[src/hw/rtl/rtcs_pkg.sv]
// ----------------------------------------------------------------------------
// rtcs_pkg
// Shared types and constants for the clock-chip write/poll sequencer.
// ----------------------------------------------------------------------------
package rtcs_pkg;

    localparam int NUM_TIME  = 7;
    localparam int CFG_IDX_W = 3;
    localparam int IDX_W     = 4;

    typedef logic [7:0] t_byte;

    typedef enum logic [2:0] {
        ACT_NONE       = 3'd0,
        ACT_SEND       = 3'd1,
        ACT_STOP_START = 3'd2,
        ACT_RESTART    = 3'd3,
        ACT_RX_ACK     = 3'd4,
        ACT_RX_NACK    = 3'd5
    } t_action;

    localparam logic OP_EVENT  = 1'b0;
    localparam logic OP_RELOAD = 1'b1;

    // bus controller status codes
    localparam t_byte ST_START      = 8'h08;
    localparam t_byte ST_RSTART     = 8'h10;
    localparam t_byte ST_SLA_W_ACK  = 8'h18;
    localparam t_byte ST_SLA_W_NACK = 8'h20;
    localparam t_byte ST_DATA_ACK   = 8'h28;
    localparam t_byte ST_DATA_NACK  = 8'h30;
    localparam t_byte ST_SLA_R_ACK  = 8'h40;
    localparam t_byte ST_SLA_R_NACK = 8'h48;
    localparam t_byte ST_RX_ACK     = 8'h50;
    localparam t_byte ST_RX_NACK    = 8'h58;

    localparam t_byte DEV_ADDR  = 8'hD0;
    localparam t_byte PTR_BYTE  = 8'h00;
    localparam t_byte CTRL_BYTE = 8'h10;

    // write-pass and read-pass byte positions
    localparam logic [IDX_W-1:0] IDX_CTRL    = 4'd7;
    localparam logic [IDX_W-1:0] IDX_STOP    = 4'd8;
    localparam logic [IDX_W-1:0] IDX_LAST_RX = 4'd5;
    localparam int               TIME_YEAR   = 6;

    localparam t_byte SET_RESET [NUM_TIME] = '{8'd0, 8'd0, 8'd16, 8'd7, 8'd22, 8'd6, 8'd19};

endpackage

[src/hw/rtl/rtcs_cmd_if.sv]
// ----------------------------------------------------------------------------
// rtcs_cmd_if
// Command channel: bus status events and reload requests.
// ----------------------------------------------------------------------------
interface rtcs_cmd_if;
    logic                valid;
    logic                ready;
    logic                opcode;
    rtcs_pkg::t_byte     status_code;
    rtcs_pkg::t_byte     rx_byte;

    modport source (output valid, output opcode, output status_code, output rx_byte,
                    input ready);
    modport sink   (input valid, input opcode, input status_code, input rx_byte,
                    output ready);
endinterface

[src/hw/rtl/rtcs_res_if.sv]
// ----------------------------------------------------------------------------
// rtcs_res_if
// Result channel: next bus action plus the held time bytes.
// ----------------------------------------------------------------------------
interface rtcs_res_if;
    logic            valid;
    logic            ready;
    logic [2:0]      action;
    rtcs_pkg::t_byte tx_byte;
    logic            snapshot_valid;
    rtcs_pkg::t_byte out_seconds;
    rtcs_pkg::t_byte out_minutes;
    rtcs_pkg::t_byte out_hours;
    rtcs_pkg::t_byte out_weekday;
    rtcs_pkg::t_byte out_date;
    rtcs_pkg::t_byte out_month;
    rtcs_pkg::t_byte out_year;

    modport source (output valid, output action, output tx_byte, output snapshot_valid,
                    output out_seconds, output out_minutes, output out_hours,
                    output out_weekday, output out_date, output out_month, output out_year,
                    input ready);
    modport sink   (input valid, input action, input tx_byte, input snapshot_valid,
                    input out_seconds, input out_minutes, input out_hours,
                    input out_weekday, input out_date, input out_month, input out_year,
                    output ready);
endinterface

[src/hw/rtl/rtcs_cfg_if.sv]
// ----------------------------------------------------------------------------
// rtcs_cfg_if
// Configuration write channel: register index and write data.
// ----------------------------------------------------------------------------
interface rtcs_cfg_if;
    logic                             valid;
    logic                             ready;
    logic [rtcs_pkg::CFG_IDX_W-1:0]   index;
    rtcs_pkg::t_byte                  data;

    modport source (output valid, output index, output data, input ready);
    modport sink   (input valid, input index, input data, output ready);
endinterface

[src/hw/rtl/i2c_rtc_write_then_poll_sequencer.sv]
// ----------------------------------------------------------------------------
// i2c_rtc_write_then_poll_sequencer
// Master-side sequencer for an I2C clock chip: one status event in, one
// bus action out.
// ----------------------------------------------------------------------------
// Usage:
//   i_cmd  - one transfer per bus controller status event (opcode 0) or per
//            reload (opcode 1, reloads time bytes from the set registers and
//            restarts the write pass).
//   o_res  - one transfer per command: action, tx byte, snapshot flag and the
//            seven held time bytes as they stand after that command.
//   i_cfg  - set register writes (index 0..6, seconds..year); index 7 is
//            ignored. Always ready; write only while no command is in flight.
// The result is registered, valid in the cycle after the command transfer.
// Throughput is one command per cycle while results are taken: the state
// update and result register load happen in the command transfer's cycle.
// The result register is the only buffer: while a result waits on a stalled
// receiver, i_cmd.ready stays low; it rises again in the cycle the result
// is taken, so a new command can transfer in that same cycle.
// Reset (synchronous, active low) loads the set registers and time bytes
// with their defaults, clears the byte index and arms the write pass.
// ----------------------------------------------------------------------------
module i2c_rtc_write_then_poll_sequencer (
    input  logic       i_clk,
    input  logic       i_rst_n,
    rtcs_cmd_if.sink   i_cmd,
    rtcs_res_if.source o_res,
    rtcs_cfg_if.sink   i_cfg
);

    rtcs_pkg::t_byte                r_set  [rtcs_pkg::NUM_TIME];
    rtcs_pkg::t_byte                r_time [rtcs_pkg::NUM_TIME];
    rtcs_pkg::t_byte                n_time [rtcs_pkg::NUM_TIME];
    logic [rtcs_pkg::IDX_W-1:0]     r_byte_index, n_byte_index;
    logic                           r_write_pending, n_write_pending;
    logic                           r_read_direction, n_read_direction;

    logic                           r_res_valid;
    rtcs_pkg::t_action              r_action, n_action;
    rtcs_pkg::t_byte                r_tx_byte, n_tx_byte;
    logic                           r_snap, n_snap;

    logic                           cmd_xfer;
    logic                           res_xfer;

    assign res_xfer    = r_res_valid && o_res.ready;
    assign i_cmd.ready = !r_res_valid || o_res.ready;
    assign cmd_xfer    = i_cmd.valid && i_cmd.ready;
    assign i_cfg.ready = 1'b1;

    // set registers
    always_ff @(posedge i_clk) begin
        if (!i_rst_n) begin
            for (int k = 0; k < rtcs_pkg::NUM_TIME; k++) begin
                r_set[k] <= rtcs_pkg::SET_RESET[k];
            end
        end else if (i_cfg.valid && (int'(i_cfg.index) < rtcs_pkg::NUM_TIME)) begin
            r_set[i_cfg.index] <= i_cfg.data;
        end
    end

    // next state and result for the incoming command
    always_comb begin
        for (int k = 0; k < rtcs_pkg::NUM_TIME; k++) begin
            n_time[k] = r_time[k];
        end
        n_byte_index     = r_byte_index;
        n_write_pending  = r_write_pending;
        n_read_direction = r_read_direction;
        n_action         = rtcs_pkg::ACT_NONE;
        n_tx_byte        = '0;
        n_snap           = 1'b0;

        if (i_cmd.opcode == rtcs_pkg::OP_RELOAD) begin
            for (int k = 0; k < rtcs_pkg::NUM_TIME; k++) begin
                n_time[k] = r_set[k];
            end
            n_byte_index     = '0;
            n_write_pending  = 1'b1;
            n_read_direction = 1'b0;
            n_action         = rtcs_pkg::ACT_STOP_START;
        end else begin
            case (i_cmd.status_code)
                rtcs_pkg::ST_START, rtcs_pkg::ST_RSTART: begin
                    n_action  = rtcs_pkg::ACT_SEND;
                    n_tx_byte = rtcs_pkg::DEV_ADDR | {7'd0, r_read_direction};
                end
                rtcs_pkg::ST_SLA_W_ACK: begin
                    n_action  = rtcs_pkg::ACT_SEND;
                    n_tx_byte = rtcs_pkg::PTR_BYTE;
                end
                rtcs_pkg::ST_DATA_ACK: begin
                    if (r_write_pending) begin
                        if (r_byte_index < rtcs_pkg::IDX_CTRL) begin
                            n_action  = rtcs_pkg::ACT_SEND;
                            n_tx_byte = r_time[r_byte_index[2:0]];
                        end else if (r_byte_index == rtcs_pkg::IDX_CTRL) begin
                            n_action  = rtcs_pkg::ACT_SEND;
                            n_tx_byte = rtcs_pkg::CTRL_BYTE;
                        end else if (r_byte_index == rtcs_pkg::IDX_STOP) begin
                            n_action        = rtcs_pkg::ACT_STOP_START;
                            n_write_pending = 1'b0;
                        end
                        n_byte_index = r_byte_index + 4'd1;
                    end else begin
                        n_read_direction = 1'b1;
                        n_action         = rtcs_pkg::ACT_RESTART;
                    end
                end
                rtcs_pkg::ST_SLA_W_NACK, rtcs_pkg::ST_DATA_NACK,
                rtcs_pkg::ST_SLA_R_NACK: begin
                    n_action     = rtcs_pkg::ACT_STOP_START;
                    n_byte_index = '0;
                end
                rtcs_pkg::ST_SLA_R_ACK: begin
                    n_action     = rtcs_pkg::ACT_RX_ACK;
                    n_byte_index = '0;
                end
                rtcs_pkg::ST_RX_ACK: begin
                    if (r_byte_index < rtcs_pkg::IDX_LAST_RX) begin
                        n_time[r_byte_index[2:0]] = i_cmd.rx_byte;
                        n_action                  = rtcs_pkg::ACT_RX_ACK;
                    end else if (r_byte_index == rtcs_pkg::IDX_LAST_RX) begin
                        n_time[r_byte_index[2:0]] = i_cmd.rx_byte;
                        n_action                  = rtcs_pkg::ACT_RX_NACK;
                    end
                    n_byte_index = r_byte_index + 4'd1;
                end
                rtcs_pkg::ST_RX_NACK: begin
                    n_time[rtcs_pkg::TIME_YEAR] = i_cmd.rx_byte;
                    n_snap           = 1'b1;
                    n_action         = rtcs_pkg::ACT_STOP_START;
                    n_byte_index     = '0;
                    n_read_direction = 1'b0;
                end
                default: begin
                end
            endcase
        end
    end

    // sequencer state
    always_ff @(posedge i_clk) begin
        if (!i_rst_n) begin
            for (int k = 0; k < rtcs_pkg::NUM_TIME; k++) begin
                r_time[k] <= rtcs_pkg::SET_RESET[k];
            end
            r_byte_index     <= '0;
            r_write_pending  <= 1'b1;
            r_read_direction <= 1'b0;
        end else if (cmd_xfer) begin
            for (int k = 0; k < rtcs_pkg::NUM_TIME; k++) begin
                r_time[k] <= n_time[k];
            end
            r_byte_index     <= n_byte_index;
            r_write_pending  <= n_write_pending;
            r_read_direction <= n_read_direction;
        end
    end

    // result register
    always_ff @(posedge i_clk) begin
        if (!i_rst_n) begin
            r_res_valid <= 1'b0;
        end else if (cmd_xfer) begin
            r_res_valid <= 1'b1;
        end else if (res_xfer) begin
            r_res_valid <= 1'b0;
        end
    end

    always_ff @(posedge i_clk) begin
        if (cmd_xfer) begin
            r_action  <= n_action;
            r_tx_byte <= n_tx_byte;
            r_snap    <= n_snap;
        end
    end

    // time bytes only change on a command transfer, which needs the result
    // slot free, so they always match the result on display
    assign o_res.valid          = r_res_valid;
    assign o_res.action         = r_action;
    assign o_res.tx_byte        = r_tx_byte;
    assign o_res.snapshot_valid = r_snap;
    assign o_res.out_seconds    = r_time[0];
    assign o_res.out_minutes    = r_time[1];
    assign o_res.out_hours      = r_time[2];
    assign o_res.out_weekday    = r_time[3];
    assign o_res.out_date       = r_time[4];
    assign o_res.out_month      = r_time[5];
    assign o_res.out_year       = r_time[6];

    a_snap_stops: assert property (@(posedge i_clk) disable iff (!i_rst_n)
        (r_res_valid && r_snap) |-> (r_action == rtcs_pkg::ACT_STOP_START))
        else $error("snapshot without stop-then-start");

    a_tx_only_on_send: assert property (@(posedge i_clk) disable iff (!i_rst_n)
        (r_res_valid && (r_action != rtcs_pkg::ACT_SEND)) |-> (r_tx_byte == '0))
        else $error("tx byte set on a non-send action");

    a_write_reads_addr_w: assert property (@(posedge i_clk) disable iff (!i_rst_n)
        r_write_pending |-> !r_read_direction)
        else $error("read direction set during write pass");

    a_reload_arms: assert property (@(posedge i_clk) disable iff (!i_rst_n)
        (cmd_xfer && (i_cmd.opcode == rtcs_pkg::OP_RELOAD))
        |=> (r_write_pending && (r_byte_index == '0) && r_res_valid))
        else $error("reload did not arm the write pass");

endmodule
[src/flat_wrapper.sv]
// flat-port wrapper written by rule: the top's interface ports become plain ports
module i2c_rtc_write_then_poll_sequencer_flat 
  (i_clk, i_rst_n, i_cmd_valid, i_cmd_opcode, i_cmd_status_code, i_cmd_rx_byte, i_cmd_ready, o_res_valid, o_res_action, o_res_tx_byte, o_res_snapshot_valid, o_res_out_seconds, o_res_out_minutes, o_res_out_hours, o_res_out_weekday, o_res_out_date, o_res_out_month, o_res_out_year, o_res_ready, i_cfg_valid, i_cfg_index, i_cfg_data, i_cfg_ready);
  rtcs_cmd_if i_cmd_i ();
  rtcs_res_if o_res_i ();
  rtcs_cfg_if i_cfg_i ();
  input  logic i_clk;
  input  logic i_rst_n;
  input wire logic [$bits(i_cmd_i.valid)-1:0] i_cmd_valid;
  input wire logic [$bits(i_cmd_i.opcode)-1:0] i_cmd_opcode;
  input wire logic [$bits(i_cmd_i.status_code)-1:0] i_cmd_status_code;
  input wire logic [$bits(i_cmd_i.rx_byte)-1:0] i_cmd_rx_byte;
  output wire logic [$bits(i_cmd_i.ready)-1:0] i_cmd_ready;
  output wire logic [$bits(o_res_i.valid)-1:0] o_res_valid;
  output wire logic [$bits(o_res_i.action)-1:0] o_res_action;
  output wire logic [$bits(o_res_i.tx_byte)-1:0] o_res_tx_byte;
  output wire logic [$bits(o_res_i.snapshot_valid)-1:0] o_res_snapshot_valid;
  output wire logic [$bits(o_res_i.out_seconds)-1:0] o_res_out_seconds;
  output wire logic [$bits(o_res_i.out_minutes)-1:0] o_res_out_minutes;
  output wire logic [$bits(o_res_i.out_hours)-1:0] o_res_out_hours;
  output wire logic [$bits(o_res_i.out_weekday)-1:0] o_res_out_weekday;
  output wire logic [$bits(o_res_i.out_date)-1:0] o_res_out_date;
  output wire logic [$bits(o_res_i.out_month)-1:0] o_res_out_month;
  output wire logic [$bits(o_res_i.out_year)-1:0] o_res_out_year;
  input wire logic [$bits(o_res_i.ready)-1:0] o_res_ready;
  input wire logic [$bits(i_cfg_i.valid)-1:0] i_cfg_valid;
  input wire logic [$bits(i_cfg_i.index)-1:0] i_cfg_index;
  input wire logic [$bits(i_cfg_i.data)-1:0] i_cfg_data;
  output wire logic [$bits(i_cfg_i.ready)-1:0] i_cfg_ready;
  assign i_cmd_i.valid = i_cmd_valid;
  assign i_cmd_i.opcode = i_cmd_opcode;
  assign i_cmd_i.status_code = i_cmd_status_code;
  assign i_cmd_i.rx_byte = i_cmd_rx_byte;
  assign i_cmd_ready = i_cmd_i.ready;
  assign o_res_valid = o_res_i.valid;
  assign o_res_action = o_res_i.action;
  assign o_res_tx_byte = o_res_i.tx_byte;
  assign o_res_snapshot_valid = o_res_i.snapshot_valid;
  assign o_res_out_seconds = o_res_i.out_seconds;
  assign o_res_out_minutes = o_res_i.out_minutes;
  assign o_res_out_hours = o_res_i.out_hours;
  assign o_res_out_weekday = o_res_i.out_weekday;
  assign o_res_out_date = o_res_i.out_date;
  assign o_res_out_month = o_res_i.out_month;
  assign o_res_out_year = o_res_i.out_year;
  assign o_res_i.ready = o_res_ready;
  assign i_cfg_i.valid = i_cfg_valid;
  assign i_cfg_i.index = i_cfg_index;
  assign i_cfg_i.data = i_cfg_data;
  assign i_cfg_ready = i_cfg_i.ready;
  i2c_rtc_write_then_poll_sequencer u_core (.i_clk(i_clk), .i_rst_n(i_rst_n), .i_cmd(i_cmd_i), .o_res(o_res_i), .i_cfg(i_cfg_i));
endmodule
[config.mk]
export PLATFORM = sky130hd
export DESIGN_NAME = i2c_rtc_write_then_poll_sequencer_flat
export DESIGN_NICKNAME = d
export VERILOG_FILES = /design/src/hw/rtl/rtcs_pkg.sv /design/src/hw/rtl/rtcs_cmd_if.sv /design/src/hw/rtl/rtcs_res_if.sv /design/src/hw/rtl/rtcs_cfg_if.sv /design/src/hw/rtl/i2c_rtc_write_then_poll_sequencer.sv /design/src/flat_wrapper.sv
export SDC_FILE = /design/constraint.sdc
export NUM_CORES = 1
export LEC_CHECK = 0
export BUFFER_PORTS_ARGS = -buffer_cell sky130_fd_sc_hd__buf_2
export CORE_UTILIZATION = 51
export CTS_BUF_LIST = sky130_fd_sc_hd__clkbuf_16
export CTS_CLUSTER_DIAMETER = 200
export CTS_CLUSTER_SIZE = 28
export DETAILED_ROUTE_END_ITERATION = 10
export PLACE_DENSITY = 0.82
export REMOVE_ABC_BUFFERS = 1
export SLEW_MARGIN = 20
export SYNTH_ARGS = -nofsm -noshare
export SYNTH_HDL_FRONTEND = slang
export SYNTH_SLANG_ARGS = --single-unit
[constraint.sdc]
create_clock -name i_clk -period 4.4 [get_ports i_clk]
set_input_delay 0.44 -clock i_clk [delete_from_list [all_inputs] [get_ports i_clk]]
set_output_delay 0.44 -clock i_clk [all_outputs]
set_load 0.03 [all_outputs]
==> impl_metrics.json <==
{
  "status": "complete, no violations",
  "reg2reg_slack_ns": 1.92,
  "n_fill_cell": 1028,
  "synth_cell_types": 48,
  "ctsHoldBuffers": 0,
  "final_hold_viol_count": 0,
  "path_delay_family": "flip-flops",
  "max_slew_margin_pct": 27.7,
  "intPower_mw": 2.58,
  "cp.arrival_ns": 2.58,
  "layout-drive-gt1-share_pct": 22.5,
  "syn_to_final_growth_pct": 19.1,
  "rsz0062_at_grt": "no",
  "worst_slew_pin_slew_ns": 1.08,
  "synthCells": 652,
  "fmax_mhz": 403,
  "timing.critical_path.buf_inv": 2,
  "grt_util_all_layers_pct": 28.6,
  "cts_resized": 0,
  "ant_nets": 0,
  "cpPeakStageDelay_ns": 0.62,
  "yosys.area.top_type": "edfxtp_1",
  "async_reset_ff_share_pct": 0,
  "die_w_um": 118,
  "portBuffers": 102,
  "wl_per_cell_um": 20.9,
  "yosys_warnings": 0,
  "first_pass_iters": 5,
  "synth_most_common_cell": "nor2_1",
  "setup_viol": 0,
  "crit_fanout": 40,
  "combPwrFrac_pct": 10.9,
  "drt-total-wl_mm": 19.5,
  "grt_pass1_wl_mm": 29.9,
  "syn_avg_cell_area_um2": 10.6,
  "skew_ns": 0.00719,
  "p_leak_nw": 3.18,
  "cp.required_ns": 4.50,
  "min_period_over_period_pct": 56.3,
  "setup_tns_ns": 0,
  "num_rows": 42,
  "pin_count": 104,
  "synth_area_leaders": "edfxtp_1, mux2i_1, nor2_1",
  "p_clk_share_pct": 45.5,
  "post-synth-top-area-fraction_pct": 50.5,
  "p_seq_share_pct": 43.6,
  "synth_common_cells": "nor2_1, edfxtp_1, nand2_1",
  "postCtsSetupRepairBufs": 0,
  "synth-edff-count": 116,
  "seq_area_frac_synth_pct": 55.7,
  "p_per_area_nw_per_um2": 421,
  "antenna_cells": 0,
  "path_class": "flip-flop to flip-flop",
  "fin_ws_ns": 1.92,
  "clk_root_buffer_cell": "clkbuf_16",
  "slew_viol_final": 0,
  "grt-ovfl-total": 0,
  "dieHeight_um": 118,
  "clockBufferDepth": 2,
  "p_switching_uw": 882,
  "place_hpwl_mm": 13.1,
  "post-route-util_pct": 62.1,
  "cp_cell_sequence": "inv_1 -> ha_1 -> nor3b_1 -> nor2_1 -> a21oi_1 -> o21ai_4 -> buf_4",
  "worstSetupEndpointType": "flip-flop",
  "hold_class": "input port to flip-flop",
  "grt_start_max_net_pins": 47,
  "synth_ff_type": "edfxtp_1",
  "clk_pin_slew_ns": 0.06,
  "h-tree-depth": 4,
  "finalNetCount": 780,
  "pre_cts_slack_ns": 1.69,
  "die_area_um2": 14000,
  "via_per_inst": 6.04,
  "timing.final.crit_period_ns": 2.48,
  "tritoncts": "done",
  "drv_cap": 0,
  "synthesis.area_um2": 6900,
  "coreArea_um2": 13200,
  "total_power_mw": 3.46,
  "antenna_found_initial": 0,
  "grt_pass1_vias": 5432,
  "drc": 0,
  "vias": 5625,
  "swShare_pct": 25.5,
  "place.gp.congestion": 0.880,
  "place_area_um2": 7560,
  "cts_made_buffers": 17,
  "fin_area_um2": 8220,
  "worstSetupStartpointType": "flip-flop",
  "cp_slowest_cell": "dfxtp_1",
  "ys_seq_elements": 134,
  "drt_iter0_markers": 706,
  "clk_latency_ns": 0.42,
  "start_util_pct": 52.1,
  "ir_drop_mv": 0.279,
  "cts.sinks": 134
}
==> final cells by class <==
cell class / instances / area (um2) / share of cell area, %
Tap cell: 176 / 220 / 2.68
Timing Repair Buffer: 114 / 601 / 7.31
Clock inverter: 15 / 226 / 2.75
Clock buffer: 17 / 425 / 5.18
Inverter: 15 / 56.3 / 0.685
Sequential cell: 134 / 3840 / 46.8
Multi-Input combinational cell: 461 / 2850 / 34.6
==> path summary, 6_finish.rpt <==
check,from,endpoint,depth (start not counted)
worst max-delay path,u_core.r_byte_index[0],u_core.r_time[2][1],7
worst min-delay path,i_cmd_valid,u_core.o_res.valid,3
worst max register to register,u_core.r_byte_index[0],u_core.r_time[2][1],7
worst min register to register,u_core.r_set[6][0],u_core.r_set[6][0],2
==> metal layers <==
layer / vias up / share of wire (%) / track usage [%]
met2: 333 / 49 / 46.3
met4: 0 / 4.7 / 16.2
li1: 2514 / - / -
met3: 69 / 8.1 / 6.08
met1: 2709 / 39 / 35.6
met5: - / 0 / 0
==> per-stage QoR <==
stage / hold slack, ns / instances
after floorplan: 0.440 / 610
after global placement: 0.452 / 900
after detailed placement: 0.461 / 900
after CTS: 0.280 / 932
after global routing: 0.289 / 932
final: 0.281 / 932
==> cells in the final DEF, fill, tap and decap left out, types with 3 or more instances in the layout <==
cell type / synthesis / final
a21boi_0: 7 / 7
a21oi_1: 56 / 56
a31oi_1: 3 / 3
and2_1: 5 / 5
and3_1: 4 / 4
buf_2: 9 / 102
buf_4: 2 / 12
bufinv_16: 0 / 5
clkbuf_16: 0 / 17
clkinv_4: 0 / 3
clkinvlp_4: 0 / 3
dfxtp_1: 18 / 18
edfxtp_1: 116 / 116
ha_1: 4 / 4
inv_1: 15 / 15
mux2_2: 6 / 6
mux2i_1: 70 / 70
mux4_2: 8 / 8
nand2_1: 71 / 71
nand2b_1: 13 / 13
nand3_1: 13 / 13
nand3b_1: 4 / 4
nand4_1: 4 / 4
nor2_1: 120 / 120
nor2b_1: 6 / 6
nor3b_1: 6 / 5
o21ai_0: 33 / 32
o2bb2ai_1: 3 / 3
==> cell families after synthesis <==
logic type	count (synthesis)	synth area share, %
compound gates	111	9.03
xor+xnor	1	0.127
fa+ha+maj	4	0.725
buf+inv	57	3.37
flops	134	55.7
mux	84	13.7
other cells	1	0.0543
simple gates	260	17.3
==> power groups by stage <==
stage	Sequential, mW	Combinational (mW)	Clock, mW
after floorplan	1.60	0.149	0
after global placement	1.53	0.363	0
after detailed placement	1.53	0.371	0
after CTS	1.51	0.375	1.57
after global routing	1.52	0.403	1.63
final	1.51	0.378	1.58
==> sequential cells by signal, indices dropped and copies added, names as in the netlist, named ones only <==
register	count
u_core.r_set	56
u_core.r_time	56
u_core.o_res.tx_byte	8
u_core.r_byte_index	4
u_core.o_res.action	3
u_core.o_res.snapshot_valid	1
u_core.o_res.valid	1
u_core.r_read_direction	1
u_core.r_write_pending	1
==> worst register-to-register path, cell delays in order (launching register included) <==
cell	delay (ns)
dfxtp_1	0.62
inv_1	0.16
ha_1	0.24
nor3b_1	0.34
nor2_1	0.10
a21oi_1	0.28
o21ai_4	0.06
buf_4	0.34
No activity file was read; power rests on OpenSTA's default activity.
